[src/servo_status_packet_deframer_assert.svh]
// ----------------------------------------------------------------------------
// Servo status packet deframer: assertion macros
// Shared concurrent assertion forms, clocked and disabled during reset.
// ----------------------------------------------------------------------------
`ifndef SERVO_STATUS_PACKET_DEFRAMER_ASSERT_SVH
`define SERVO_STATUS_PACKET_DEFRAMER_ASSERT_SVH

// A property that must hold at every clock edge outside reset.
`define SSD_ASSERT_HOLDS(label, clk, rst_n, prop, msg) \
    label: assert property (@(posedge clk) disable iff (!rst_n) (prop)) else $error(msg);

// A condition in one cycle that implies another in the following cycle.
`define SSD_ASSERT_NEXT(label, clk, rst_n, ante, cons, msg) \
    label: assert property (@(posedge clk) disable iff (!rst_n) (ante) |=> (cons)) else $error(msg);

`endif

[src/ssd_pkg.sv]
// ----------------------------------------------------------------------------
// Servo status packet deframer package
// Shared types, codes and constants of the deframer.
// ----------------------------------------------------------------------------
`default_nettype none

package ssd_pkg;

    // Input opcodes.
    localparam logic [1:0] OP_START   = 2'd0;
    localparam logic [1:0] OP_BYTE    = 2'd1;
    localparam logic [1:0] OP_TIMEOUT = 2'd2;

    // Final status codes.
    localparam logic [2:0] ST_OK      = 3'd0;
    localparam logic [2:0] ST_TIMEOUT = 3'd1;
    localparam logic [2:0] ST_LENGTH  = 3'd2;
    localparam logic [2:0] ST_BADID   = 3'd3;
    localparam logic [2:0] ST_CSUM    = 3'd4;

    // Result kinds.
    localparam logic KIND_PARAM  = 1'b0;
    localparam logic KIND_STATUS = 1'b1;

    localparam logic [7:0] HDR_BYTE        = 8'hFF;
    localparam logic [7:0] MIN_LENGTH      = 8'd2;
    localparam logic [7:0] BROADCAST_RESET = 8'd254;

    // Default depth of each of the two internal queues.
    localparam int QUEUE_DEPTH = 2;

    typedef enum logic [1:0] {
        CMD_START   = 2'd0,
        CMD_BYTE    = 2'd1,
        CMD_TIMEOUT = 2'd2
    } cmd_kind_t;

    // A classified request passed from the front to the back.
    typedef struct packed {
        cmd_kind_t  kind;
        logic [7:0] data;
    } cmd_t;

    // One result item.
    typedef struct packed {
        logic       result_kind;
        logic [7:0] param_byte;
        logic [7:0] param_index;
        logic [2:0] status_code;
        logic [7:0] servo_error;
        logic       last;
    } result_t;

    // Queue status passed between modules.
    typedef struct packed {
        logic full;
        logic empty;
    } queue_status_t;

    typedef enum logic [7:0] {
        PH_IDLE   = 8'b0000_0001,
        PH_HUNT   = 8'b0000_0010,
        PH_HUNTFF = 8'b0000_0100,
        PH_ID     = 8'b0000_1000,
        PH_LEN    = 8'b0001_0000,
        PH_ERR    = 8'b0010_0000,
        PH_PARAM  = 8'b0100_0000,
        PH_CSUM   = 8'b1000_0000
    } phase_t;

endpackage

`default_nettype wire

[src/ssd_fifo.sv]
// ----------------------------------------------------------------------------
// Servo status packet deframer: small queue
// Register-based first-in first-out queue of generic width and depth.
// ----------------------------------------------------------------------------
`default_nettype none

module ssd_fifo #(
    parameter int WIDTH = 8,
    parameter int DEPTH = 2
) (
    input  wire logic             clk,
    input  wire logic             rst_n,
    input  wire logic             push,
    input  wire logic [WIDTH-1:0] wr_data,
    input  wire logic             pop,
    output      logic [WIDTH-1:0] rd_data,
    output      ssd_pkg::queue_status_t status
);

    localparam int PtrW = (DEPTH > 1) ? $clog2(DEPTH) : 1;
    localparam int CntW = $clog2(DEPTH + 1);

    logic [WIDTH-1:0] mem_reg [DEPTH];
    logic [PtrW-1:0]  wr_ptr_reg, wr_ptr_next;
    logic [PtrW-1:0]  rd_ptr_reg, rd_ptr_next;
    logic [CntW-1:0]  count_reg, count_next;
    logic             do_push, do_pop;

    assign status.full  = (count_reg == CntW'(DEPTH));
    assign status.empty = (count_reg == '0);
    assign do_push      = push && !status.full;
    assign do_pop       = pop && !status.empty;
    assign rd_data      = mem_reg[rd_ptr_reg];

    always_comb
    begin
        wr_ptr_next = wr_ptr_reg;
        rd_ptr_next = rd_ptr_reg;
        count_next  = count_reg;
        if (do_push)
        begin
            wr_ptr_next = (wr_ptr_reg == PtrW'(DEPTH - 1)) ? '0 : wr_ptr_reg + 1'b1;
        end
        if (do_pop)
        begin
            rd_ptr_next = (rd_ptr_reg == PtrW'(DEPTH - 1)) ? '0 : rd_ptr_reg + 1'b1;
        end
        if (do_push && !do_pop)
        begin
            count_next = count_reg + 1'b1;
        end
        else if (do_pop && !do_push)
        begin
            count_next = count_reg - 1'b1;
        end
    end

    always_ff @(posedge clk or negedge rst_n)
    begin
        if (!rst_n)
        begin
            wr_ptr_reg <= '0;
            rd_ptr_reg <= '0;
            count_reg  <= '0;
        end
        else
        begin
            wr_ptr_reg <= wr_ptr_next;
            rd_ptr_reg <= rd_ptr_next;
            count_reg  <= count_next;
        end
    end

    always_ff @(posedge clk)
    begin
        if (do_push)
        begin
            mem_reg[wr_ptr_reg] <= wr_data;
        end
    end

endmodule

`default_nettype wire

[src/ssd_front.sv]
// ----------------------------------------------------------------------------
// Servo status packet deframer: front end
// Takes input requests, classifies them and queues them for the parser.
// ----------------------------------------------------------------------------
`default_nettype none

module ssd_front #(
    parameter int QUEUE_DEPTH = ssd_pkg::QUEUE_DEPTH
) (
    input  wire logic         clk,
    input  wire logic         rst_n,
    input  wire logic         push,
    output      logic         full,
    input  wire logic [1:0]   opcode,
    input  wire logic [7:0]   expected_id,
    input  wire logic [7:0]   rx_byte,
    input  wire logic         cmd_pop,
    output      ssd_pkg::cmd_t cmd,
    output      logic         cmd_valid
);

    ssd_pkg::cmd_t          cmd_in;
    logic                   cmd_push;
    logic                   known_op;
    ssd_pkg::queue_status_t q_status;

    // Unused opcodes are accepted but never reach the parser.
    always_comb
    begin
        known_op    = 1'b1;
        cmd_in.kind = ssd_pkg::CMD_BYTE;
        cmd_in.data = rx_byte;
        case (opcode)
            ssd_pkg::OP_START:
            begin
                cmd_in.kind = ssd_pkg::CMD_START;
                cmd_in.data = expected_id;
            end
            ssd_pkg::OP_BYTE:
            begin
                cmd_in.kind = ssd_pkg::CMD_BYTE;
            end
            ssd_pkg::OP_TIMEOUT:
            begin
                cmd_in.kind = ssd_pkg::CMD_TIMEOUT;
            end
            default:
            begin
                known_op = 1'b0;
            end
        endcase
    end

    assign cmd_push  = push && known_op;
    assign full      = q_status.full;
    assign cmd_valid = !q_status.empty;

    ssd_fifo #(
        .WIDTH ($bits(ssd_pkg::cmd_t)),
        .DEPTH (QUEUE_DEPTH)
    ) u_cmd_queue (
        .clk     (clk),
        .rst_n   (rst_n),
        .push    (cmd_push),
        .wr_data (cmd_in),
        .pop     (cmd_pop),
        .rd_data (cmd),
        .status  (q_status)
    );

endmodule

`default_nettype wire

[src/ssd_back.sv]
// ----------------------------------------------------------------------------
// Servo status packet deframer: parser back end
// Packet state machine that turns requests into queued result items.
// ----------------------------------------------------------------------------
`default_nettype none
`include "servo_status_packet_deframer_assert.svh"

module ssd_back #(
    parameter int QUEUE_DEPTH = ssd_pkg::QUEUE_DEPTH
) (
    input  wire logic            clk,
    input  wire logic            rst_n,
    input  wire logic [7:0]      no_reply_id,
    input  wire ssd_pkg::cmd_t   cmd,
    input  wire logic            cmd_valid,
    output      logic            cmd_pop,
    input  wire logic            pop,
    output      logic            empty,
    output      ssd_pkg::result_t res_out
);

    ssd_pkg::phase_t        phase_reg, phase_next;
    logic [7:0]             awaited_id_reg, awaited_id_next;
    logic                   seen_reg, seen_next;
    logic [7:0]             bytes_left_reg, bytes_left_next;
    logic [7:0]             param_count_reg, param_count_next;
    logic [7:0]             sum_reg, sum_next;
    logic [7:0]             held_error_reg, held_error_next;

    ssd_pkg::result_t       res;
    ssd_pkg::queue_status_t res_status;
    logic                   go;
    logic                   res_push;

    // Every request yields at most one result, so one free slot is enough.
    assign go      = cmd_valid && !res_status.full;
    assign cmd_pop = go;
    assign empty   = res_status.empty;

    always_comb
    begin
        phase_next       = phase_reg;
        awaited_id_next  = awaited_id_reg;
        seen_next        = seen_reg;
        bytes_left_next  = bytes_left_reg;
        param_count_next = param_count_reg;
        sum_next         = sum_reg;
        held_error_next  = held_error_reg;
        res_push         = 1'b0;
        res              = '0;

        if (go)
        begin
            case (cmd.kind)
                ssd_pkg::CMD_START:
                begin
                    if (phase_reg == ssd_pkg::PH_IDLE)
                    begin
                        if (cmd.data == no_reply_id)
                        begin
                            res_push        = 1'b1;
                            res.result_kind = ssd_pkg::KIND_STATUS;
                            res.status_code = ssd_pkg::ST_OK;
                            res.last        = 1'b1;
                        end
                        else
                        begin
                            phase_next       = ssd_pkg::PH_HUNT;
                            awaited_id_next  = cmd.data;
                            seen_next        = 1'b0;
                            bytes_left_next  = '0;
                            param_count_next = '0;
                            sum_next         = '0;
                            held_error_next  = '0;
                        end
                    end
                end
                ssd_pkg::CMD_TIMEOUT:
                begin
                    if (phase_reg != ssd_pkg::PH_IDLE)
                    begin
                        res_push        = 1'b1;
                        res.result_kind = ssd_pkg::KIND_STATUS;
                        res.status_code = seen_reg ? ssd_pkg::ST_LENGTH : ssd_pkg::ST_TIMEOUT;
                        res.last        = 1'b1;
                        phase_next      = ssd_pkg::PH_IDLE;
                    end
                end
                ssd_pkg::CMD_BYTE:
                begin
                    if (phase_reg != ssd_pkg::PH_IDLE)
                    begin
                        seen_next = 1'b1;
                        case (phase_reg)
                            ssd_pkg::PH_HUNT:
                            begin
                                if (cmd.data == ssd_pkg::HDR_BYTE)
                                begin
                                    phase_next = ssd_pkg::PH_HUNTFF;
                                end
                            end
                            ssd_pkg::PH_HUNTFF:
                            begin
                                phase_next = (cmd.data == ssd_pkg::HDR_BYTE) ?
                                             ssd_pkg::PH_ID : ssd_pkg::PH_HUNT;
                            end
                            ssd_pkg::PH_ID:
                            begin
                                if (cmd.data != awaited_id_reg)
                                begin
                                    res_push        = 1'b1;
                                    res.result_kind = ssd_pkg::KIND_STATUS;
                                    res.status_code = ssd_pkg::ST_BADID;
                                    res.last        = 1'b1;
                                    phase_next      = ssd_pkg::PH_IDLE;
                                end
                                else
                                begin
                                    sum_next   = cmd.data;
                                    phase_next = ssd_pkg::PH_LEN;
                                end
                            end
                            ssd_pkg::PH_LEN:
                            begin
                                if (cmd.data < ssd_pkg::MIN_LENGTH)
                                begin
                                    res_push        = 1'b1;
                                    res.result_kind = ssd_pkg::KIND_STATUS;
                                    res.status_code = ssd_pkg::ST_LENGTH;
                                    res.last        = 1'b1;
                                    phase_next      = ssd_pkg::PH_IDLE;
                                end
                                else
                                begin
                                    sum_next         = sum_reg + cmd.data;
                                    bytes_left_next  = cmd.data - ssd_pkg::MIN_LENGTH;
                                    param_count_next = '0;
                                    phase_next       = ssd_pkg::PH_ERR;
                                end
                            end
                            ssd_pkg::PH_ERR:
                            begin
                                held_error_next = cmd.data;
                                sum_next        = sum_reg + cmd.data;
                                phase_next      = (bytes_left_reg == '0) ?
                                                  ssd_pkg::PH_CSUM : ssd_pkg::PH_PARAM;
                            end
                            ssd_pkg::PH_PARAM:
                            begin
                                sum_next         = sum_reg + cmd.data;
                                res_push         = 1'b1;
                                res.result_kind  = ssd_pkg::KIND_PARAM;
                                res.param_byte   = cmd.data;
                                res.param_index  = param_count_reg;
                                param_count_next = param_count_reg + 8'd1;
                                bytes_left_next  = bytes_left_reg - 8'd1;
                                if (bytes_left_reg == 8'd1)
                                begin
                                    phase_next = ssd_pkg::PH_CSUM;
                                end
                            end
                            ssd_pkg::PH_CSUM:
                            begin
                                res_push        = 1'b1;
                                res.result_kind = ssd_pkg::KIND_STATUS;
                                res.last        = 1'b1;
                                phase_next      = ssd_pkg::PH_IDLE;
                                if (~sum_reg == cmd.data)
                                begin
                                    res.status_code = ssd_pkg::ST_OK;
                                    res.servo_error = held_error_reg;
                                end
                                else
                                begin
                                    res.status_code = ssd_pkg::ST_CSUM;
                                end
                            end
                            default:
                            begin
                                phase_next = ssd_pkg::PH_IDLE;
                            end
                        endcase
                    end
                end
                default:
                begin
                    phase_next = phase_reg;
                end
            endcase
        end
    end

    always_ff @(posedge clk or negedge rst_n)
    begin
        if (!rst_n)
        begin
            phase_reg       <= ssd_pkg::PH_IDLE;
            awaited_id_reg  <= '0;
            seen_reg        <= 1'b0;
            bytes_left_reg  <= '0;
            param_count_reg <= '0;
            sum_reg         <= '0;
            held_error_reg  <= '0;
        end
        else
        begin
            phase_reg       <= phase_next;
            awaited_id_reg  <= awaited_id_next;
            seen_reg        <= seen_next;
            bytes_left_reg  <= bytes_left_next;
            param_count_reg <= param_count_next;
            sum_reg         <= sum_next;
            held_error_reg  <= held_error_next;
        end
    end

    ssd_fifo #(
        .WIDTH ($bits(ssd_pkg::result_t)),
        .DEPTH (QUEUE_DEPTH)
    ) u_res_queue (
        .clk     (clk),
        .rst_n   (rst_n),
        .push    (res_push),
        .wr_data (res),
        .pop     (pop),
        .rd_data (res_out),
        .status  (res_status)
    );

    // A status item always closes the transaction.
    `SSD_ASSERT_NEXT(a_status_ends_packet, clk, rst_n, res_push && res.last, phase_reg == ssd_pkg::PH_IDLE, "status item did not return the parser to idle")
    // The parameter phase is only ever entered with bytes still to come.
    `SSD_ASSERT_HOLDS(a_param_has_bytes, clk, rst_n, (phase_reg == ssd_pkg::PH_PARAM) |-> (bytes_left_reg != 8'd0), "parameter phase with no bytes left")
    // Each parameter byte advances the parameter index by exactly one.
    `SSD_ASSERT_NEXT(a_param_index_steps, clk, rst_n, go && (cmd.kind == ssd_pkg::CMD_BYTE) && (phase_reg == ssd_pkg::PH_PARAM), param_count_reg == $past(param_count_reg) + 8'd1, "parameter index did not advance by one")

endmodule

`default_nettype wire

[src/servo_status_packet_deframer.sv]
// ----------------------------------------------------------------------------
// Servo status packet deframer
// Hunts for a servo status packet in a byte stream and reports its contents.
// ----------------------------------------------------------------------------
// Usage. Requests enter through a queue-like port: a request is taken at a
// rising edge with push high and full low. A start request names the servo
// addressed, a byte request carries one received bus byte and a timeout
// request closes a transaction whose reply never came. Results leave through
// a second queue-like port: while empty is low the oldest result is on the
// result ports, and it is taken at an edge with pop high. Parameter bytes
// come out as they arrive; every transaction ends with one status item.
// The broadcast id is written through cfg_wr_en and cfg_wr_data while idle.
// A request is written into the request queue at the edge it is taken; the
// parser takes it at a later edge and queues its result.
// Throughput is one request per cycle while the result queue has room.
// If the receiver stops popping, the result queue and then the request
// queue fill, and full rises until results are drained again.
// Reset empties both queues, returns the parser to idle and sets the
// broadcast id to 254.
// ----------------------------------------------------------------------------
`default_nettype none

module servo_status_packet_deframer #(
    parameter int QUEUE_DEPTH = ssd_pkg::QUEUE_DEPTH
) (
    input  wire logic       clk,
    input  wire logic       rst_n,
    input  wire logic       push,
    output      logic       full,
    input  wire logic [1:0] opcode,
    input  wire logic [7:0] expected_id,
    input  wire logic [7:0] rx_byte,
    output      logic       empty,
    input  wire logic       pop,
    output      logic       result_kind,
    output      logic [7:0] param_byte,
    output      logic [7:0] param_index,
    output      logic [2:0] status_code,
    output      logic [7:0] servo_error,
    output      logic       last,
    input  wire logic       cfg_wr_en,
    input  wire logic [7:0] cfg_wr_data
);

    logic [7:0]       no_reply_id_reg, no_reply_id_next;
    ssd_pkg::cmd_t    cmd;
    logic             cmd_valid;
    logic             cmd_pop;
    ssd_pkg::result_t res_out;

    // The broadcast id register; changing it is only legal between packets.
    assign no_reply_id_next = cfg_wr_en ? cfg_wr_data : no_reply_id_reg;

    always_ff @(posedge clk or negedge rst_n)
    begin
        if (!rst_n)
        begin
            no_reply_id_reg <= ssd_pkg::BROADCAST_RESET;
        end
        else
        begin
            no_reply_id_reg <= no_reply_id_next;
        end
    end

    // The front end classifies requests and buffers them for the parser.
    ssd_front #(
        .QUEUE_DEPTH (QUEUE_DEPTH)
    ) u_front (
        .clk         (clk),
        .rst_n       (rst_n),
        .push        (push),
        .full        (full),
        .opcode      (opcode),
        .expected_id (expected_id),
        .rx_byte     (rx_byte),
        .cmd_pop     (cmd_pop),
        .cmd         (cmd),
        .cmd_valid   (cmd_valid)
    );

    // The back end runs the packet state machine and buffers its results.
    ssd_back #(
        .QUEUE_DEPTH (QUEUE_DEPTH)
    ) u_back (
        .clk          (clk),
        .rst_n        (rst_n),
        .no_reply_id  (no_reply_id_reg),
        .cmd          (cmd),
        .cmd_valid    (cmd_valid),
        .cmd_pop      (cmd_pop),
        .pop          (pop),
        .empty        (empty),
        .res_out      (res_out)
    );

    assign result_kind = res_out.result_kind;
    assign param_byte  = res_out.param_byte;
    assign param_index = res_out.param_index;
    assign status_code = res_out.status_code;
    assign servo_error = res_out.servo_error;
    assign last        = res_out.last;

endmodule

`default_nettype wire
[config.mk]
export PLATFORM = sky130hd
export DESIGN_NAME = servo_status_packet_deframer
export DESIGN_NICKNAME = d
export VERILOG_FILES = /design/src/ssd_pkg.sv /design/src/ssd_fifo.sv /design/src/ssd_front.sv /design/src/ssd_back.sv /design/src/servo_status_packet_deframer.sv
export VERILOG_INCLUDE_DIRS = /design/src /design/src/src
export SDC_FILE = /design/constraint.sdc
export NUM_CORES = 1
export LEC_CHECK = 0
export BUFFER_PORTS_ARGS = -buffer_cell sky130_fd_sc_hd__buf_2
export CAP_MARGIN = 20
export CORE_MARGIN = 4
export CORE_UTILIZATION = 42
export DETAILED_ROUTE_END_ITERATION = 10
export PLACE_DENSITY_LB_ADDON = 0.25
export SETUP_SLACK_MARGIN = 0.5
export SYNTH_ARGS = -nofsm -noshare
export SYNTH_HDL_FRONTEND = slang
export SYNTH_SLANG_ARGS = --single-unit
[constraint.sdc]
create_clock -name clk -period 8.15 [get_ports clk]
set_input_delay 0.815 -clock clk [delete_from_list [all_inputs] [get_ports clk]]
set_output_delay 0.815 -clock clk [all_outputs]
set_load 0.1 [all_outputs]
==> results.cfg, run 1 <==
[global_routing]
grt_overflow_total = 0
grt_usage_pct = 17.1
grt_max_degree = 66
grt_pass1_vias = 5106
grt_antenna_before_repair = 0
grt_pass1_wl_mm = 26.9

[critical_path]
r2r-start = u_front.u_cmd_queue.rd_ptr_reg$_DFFE_PN0P_
cp.required_ps = 8430
worst_setup_path_start_kind = flip-flop
end_kind = flip-flop
reg2reg_to = u_back.bytes_left_reg[4]$_DFFE_PN0P_
cp-endpoint = u_back.bytes_left_reg[4]$_DFFE_PN0P_
crit_path_max_fanout = 38
critical_path_arrival_ps = 4720
r2r_cells = 9
crit_start = u_front.u_cmd_queue.rd_ptr_reg$_DFFE_PN0P_
reg2reg_setup_slack_ps = 3710
crit_type = reg2reg

[power_and_ir_drop]
peakVddDrop_uv = 224
power_mw = 2.93
p_leak_nw = 3.56
switching_share_pct = 41.1
p_int_mw = 1.73
pwr-share-seq_pct = 32.7
power-per-cell-area_nw_per_um2 = 341
combPwrFrac_pct = 40.2
clockPowerShare_pct = 27.1
power_switching_mw = 1.20

[synthesis]
ys_types = 70
synthDominantCellAreaShare_pct = 30.6
synth_top_area_cell = edfxtp_1
ys_seq_area_share_pct = 52.5
syn-num-nets = 691
ys_top_cells_by_area = edfxtp_1, dfrtp_1, mux2_2, xnor2_1, ha_1
synth_edf_count = 76
yosysMostFrequentCell = edfxtp_1
synthesis.area_um2 = 7470
synth.avg_cell_area_um2 = 11.6
yosysWarnings = 0
syn_inst = 642
synth-seq-cells = 141
ys.flop_type = edfxtp_1
async_flop_share_pct = 46.1
synthTopCellsByCount = edfxtp_1, dfrtp_1, mux2_2, nor2_1, nand2_1

[sta]
period_needed_ps = 4440
fmax_mhz = 225
fin_ws_ps = 3710
slew_violations = 0
worst_pin_slew_ps = 1030
rsz0062_at_grt = no
tns_ps = 0
slew_headroom_pct = 31.1
finClkSkew_ps = 9.04
hold_slack_ps = 486
finalCritPeriodShare_pct = 54.5
setup_viol = 0
hold_viol = 0

[final_layout]
syn_to_final_growth_pct = 15.1
stdcell_area_um2 = 8600
antennaDiodeCount = 0
drive_gt1_share_pct = 25.6
largest_reg_flops = 56
fillers = 1550
final_nets = 751

[clocking]
cts_sinks = 141
post_cts_buffers = 0
cts_resized = 0
hold_buffers = 0
insertion_delay_ps = 420
numCtsBuffers = 17
root_buffer = clkbuf_16
cts_tree = done
clockBufferDepth = 2
h-tree-depth = 4
cts.clk_slew.worst_paths_ps = 60

[routing]
wl_per_cell_um = 17.3
drt-pass1-iter-count = 5
vias_per_cell = 5.48
wl_met2_mm = 7.72
drc = 0
wl_met1_mm = 7.24
num_vias = 5153
wl_mm = 16.3
top_layer_used = met4
final_antenna_net_count = 0
drt_iter0_drc = 348
routed-wl-met3_mm = 1.02

[floorplanning]
core_um2 = 17400
die_w_um = 141
num_rows = 48
die_h_um = 141
fp.dieArea_um2 = 20000
ios = 62
start_util_pct = 43.0

[min_path]
hold_class = reg2reg

[place]
io_buffers = 61
pre_cts_ws_ps = 3770
gp_congestion = 0.908
place.detailed.hpwl_mm = 11.3
place_area_um2 = 7990

[job]
drv_cap = 0

[status]
status = completed
## layout make-up
class	count	area, um^2	share of cell area (%)
timing repair buffer	68	378	4.39
tap	225	282	3.27
clock buffer	23	469	5.46
sequential	141	3920	45.6
inverter	21	78.8	0.917
multi-input combinational	453	3340	38.8
clock inverter	9	135	1.57
## metal layers
| layer | global-route usage (%) | up-vias |
|---|---|---|
| met5 | 0 | - |
| met4 | 6.63 | 0 |
| met3 | 3.71 | 25 |
| met2 | 27.2 | 190 |
| met1 | 22.9 | 2488 |
| li1 | - | 2450 |
## kinds of logic (layout without fill, tap and decap cells)
kind of cell             after synthesis  after routing  share of synthesized area (%)
AND/OR/NAND/NOR                      209            209                           14.7
AO/OA/AOI/OAI                        114            114                           10.8
XOR/XNOR                              42             42                           5.23
adder cells (fa/ha/maj)               18             18                           3.12
buffers and inverters                 48            121                           2.90
multiplexers                          70             70                           10.8
flip-flops                           141            141                           52.5
## power groups by stage
stage	logic [mW]	clock network [mW]	registers (mW)
CTS	1.18	0.811	0.958
floorplan	0.982	0	0.927
finish	1.18	0.794	0.958
detailed placement	1.17	0	0.971
global placement	1.12	0	0.986
global route	1.25	0.846	0.973
## metrics by stage
stage          instances  utilization (%)
5_1_grt              940             49.5
4_1_cts              940             49.5
2_1_floorplan        642                -
3_3_place_gp         907             45.9
6_report             940             49.5
3_5_place_dp         908             46.1
## placed cells by master, fill, tap and decap left out, types with 6 or more instances in the layout
master     netlist  layout
a21o_1           6       6
a21oi_1         21      21
and2_1          18      18
and3_1           9       9
buf_2            5      61
buf_4            1       6
clkbuf_16        0      18
dfrtp_1         57      57
dfstp_2          8       8
edfxtp_1        76      76
ha_1            17      17
inv_1           19      19
mux2_2          52      52
mux2i_1         10      10
nand2_1         43      43
nand2b_1         7       7
nand3_1         28      28
nand4_1          8       8
nor2_1          48      48
nor2b_1          8       7
nor3_1          13      13
nor3b_1          6       6
nor4_1           8       8
o211ai_1         6       6
o21ai_0         39      39
o31ai_1          8       8
xnor2_1         26      26
xor2_1          13      13
## critical path, stage by stage, from the launching register on
cell      delay [ps]
dfrtp_1         1020
mux2i_1          380
ha_1             210
buf_4            360
inv_1            270
nor4_4           570
nand4b_1         620
a21boi_1         460
o21ai_0          270
o21ai_0          110
## worst min-delay path by stage
stage | startpoint | endpoint | slack (ps) | depth (start not counted)
after CTS | u_back.param_count_reg[7]$_DFFE_PN0P_ | u_back.param_count_reg[7]$_DFFE_PN0P_ | 490 | 1
after global routing | u_back.param_count_reg[7]$_DFFE_PN0P_ | u_back.param_count_reg[7]$_DFFE_PN0P_ | 510 | 1
after global placement | u_back.param_count_reg[7]$_DFFE_PN0P_ | u_back.param_count_reg[7]$_DFFE_PN0P_ | 470 | 1
after detailed placement | u_back.param_count_reg[7]$_DFFE_PN0P_ | u_back.param_count_reg[7]$_DFFE_PN0P_ | 470 | 1
after floorplan | u_back.param_count_reg[7]$_DFFE_PN0P_ | u_back.param_count_reg[7]$_DFFE_PN0P_ | 440 | 1
final | u_back.param_count_reg[7]$_DFFE_PN0P_ | u_back.param_count_reg[7]$_DFFE_PN0P_ | 490 | 1
No activity file was read; power rests on OpenSTA's default activity.
==> run 2, diff against run 1 <==
clock period = 3.8 ns   (was 8.15 ns; I/O delays follow)
==> run 2 against run 1 <==
  * Wire length increased by 5.7%
  * Global-route usage rose by 0.85 points
  * Die area unchanged
  * Combinational power up 120%
  * Count of clock-buffer cells in the layout shrank 4
  * Clock power grew 100%
  * Register-to-register slack worse by 3100 ps
  * Non-clock buffer count up 13
  * Critical path type unchanged
  * Largest cell class unchanged
==> results.cfg, run 2 (synthesis gave the netlist of run 1 again) <==
[final_layout]
fillers = 1532
syn_to_final_growth_pct = 16.7
largest_reg_flops = 56
final_nets = 764
layout_common_cells = edfxtp_1, buf_2, dfrtp_1, mux2_2, nor2_1
drive_gt1_share_pct = 27.7
antennaDiodeCount = 0
layout_commonest_cell = edfxtp_1

[power_and_ir_drop]
peakVddDrop_uv = 504
power-per-cell-area_nw_per_um2 = 720
p_leak_nw = 3.61

[critical_path]
crit_start = u_front.u_cmd_queue.rd_ptr_reg$_DFFE_PN0P_
cp_cell_sequence = buf_12 > mux2i_2 > buf_4 > inv_1 > ha_1 > and3_1 > a221oi_2 > o21ai_1 > mux2_2 > o311ai_0 > o21ai_1
critical_path_arrival_ps = 3470
path_depth = 11
crit_family = compound AO/OA/AOI/OAI gates
cp_slowest_cell = dfrtp_1
r2r-start = u_front.u_cmd_queue.rd_ptr_reg$_DFFE_PN0P_
cp.required_ps = 4080
cp_num_buf_inv = 3
reg2reg_to = u_back.sum_reg[7]$_DFFE_PN0P_
reg2reg_setup_slack_ps = 610
crit_type = reg2reg
end_kind = flip-flop
cp-endpoint = u_back.sum_reg[7]$_DFFE_PN0P_
r2r_cells = 11
worst_setup_path_start_kind = flip-flop
crit_top_cell = o21ai_1
critPathMaxStageDelay_ps = 450
crit_path_max_fanout = 23

[floorplanning]
die_w_um = 141
die_h_um = 141
start_util_pct = 43.0
fp.dieArea_um2 = 20000
core_um2 = 17400
ios = 62
num_rows = 48

[place]
place.detailed.hpwl_mm = 12.3
io_buffers = 61
gp_congestion = 0.909

[clocking]
numCtsBuffers = 17
cts.clk_slew.worst_paths_ps = 60
root_buffer = clkbuf_16
cts_sinks = 141
insertion_delay_ps = 420
clockBufferDepth = 2
h-tree-depth = 4
cts_tree = done
hold_buffers = 0

[sta]
worst_pin_slew_ps = 869
hold_slack_ps = 153
fmax_mhz = 313
hold_viol = 0
setup_viol = 0
rsz0062_at_grt = no
finalCritPeriodShare_pct = 84.0
tns_ps = 0
finClkSkew_ps = 12.6
period_needed_ps = 3190
slew_headroom_pct = 42.1
slew_violations = 0

[global_routing]
grt_max_degree = 66
grt_antenna_before_repair = 0
grt_overflow_total = 0
grt_pass1_wl_mm = 28.2
grt_pass1_vias = 5354
grt_usage_pct = 17.9

[routing]
drt_iter0_drc = 351
vias_per_cell = 5.46
num_vias = 5203
wl_per_cell_um = 18.1
wl_mm = 17.2
final_antenna_net_count = 0
drt-pass1-iter-count = 5
drc = 0

[job]
drv_cap = 0

[min_path]
hold_class = in2async

[status]
status = completed
[run 2: layer usage]
layer  vias to the layer above  routed length [um]  share of wire (%)  GRT usage [%]
met5                         -                   0                  0              0
met4                         0                 432                2.5           7.50
met3                        31                 826                4.8           3.07
met2                       145                8270                 48           29.0
met1                      2539                7680                 45           23.9
li1                       2488                   -                  -              -
[run 2: report_power, final]
group	total [mW]	internal [mW]	switching (mW)	leakage [nW]
logic	2.61	0.824	1.79	1.74
registers	2.05	1.86	0.189	1.61
clock network	1.62	0.967	0.654	0.264
total	6.28	3.65	2.63	3.61
[run 2: cell type report]
| class | instances | area (um^2) | share of cell area [%] |
|---|---|---|---|
| clock buffers | 19 | 433 | 4.97 |
| clock inverters | 13 | 141 | 1.62 |
| inverters | 21 | 78.8 | 0.904 |
| multi-input cells | 453 | 3360 | 38.6 |
| flip-flops and latches | 141 | 3920 | 45.0 |
| well taps | 225 | 282 | 3.23 |
| repair buffers | 81 | 500 | 5.74 |
[run 2: through the flow]
stage / cells / setup WS [ps] / utilization, % / instance area (um^2) / total power, mW
final: 953 / 610 / 50.2 / 8720 / 6.28
after global routing: 953 / 529 / 50.2 / 8720 / 6.59
after global placement: 919 / 703 / 46.7 / 8100 / 4.62
after detailed placement: 920 / 568 / 46.8 / 8120 / 4.67
after floorplan: 642 / 689 / - / 7480 / 4.10
after CTS: 952 / 569 / 50.1 / 8700 / 6.31
[run 2: timing repair]
item / 4_1_cts / 5_1_grt
setup buffers: 0 / 1
pin swaps: 0 / 2
endpoints found under the setup margin: 1 / 58
resized for setup: 1 / 4
[run 2: worst reg2reg max path, cell delays in order, from the launching register on]
cell      delay [ps]
dfrtp_1          450
buf_12           210
mux2i_2          260
buf_4            210
inv_1             60
ha_1             360
and3_1           250
a221oi_2         340
o21ai_1          180
mux2_2           290
o311ai_0         300
o21ai_1          140
[run 2: how the worst min path moves through the flow]
| stage | start | to | cells past startpoint |
|---|---|---|---|
| after floorplan | rst_n | no_reply_id_reg[0]$_DFFE_PN0P_ | 0 |
| after global placement | u_back.param_count_reg[7]$_DFFE_PN0P_ | u_back.param_count_reg[7]$_DFFE_PN0P_ | 1 |
| after detailed placement | u_front.u_cmd_queue.wr_ptr_reg$_DFFE_PN0P_ | u_front.u_cmd_queue.wr_ptr_reg$_DFFE_PN0P_ | 1 |
| after CTS | cfg_wr_data[5] | no_reply_id_reg[5]$_DFFE_PN1P_ | 2 |
| after global routing | cfg_wr_data[0] | no_reply_id_reg[0]$_DFFE_PN0P_ | 2 |
| final | rst_n | u_back.held_error_reg[5]$_DFFE_PN0P_ | 2 |
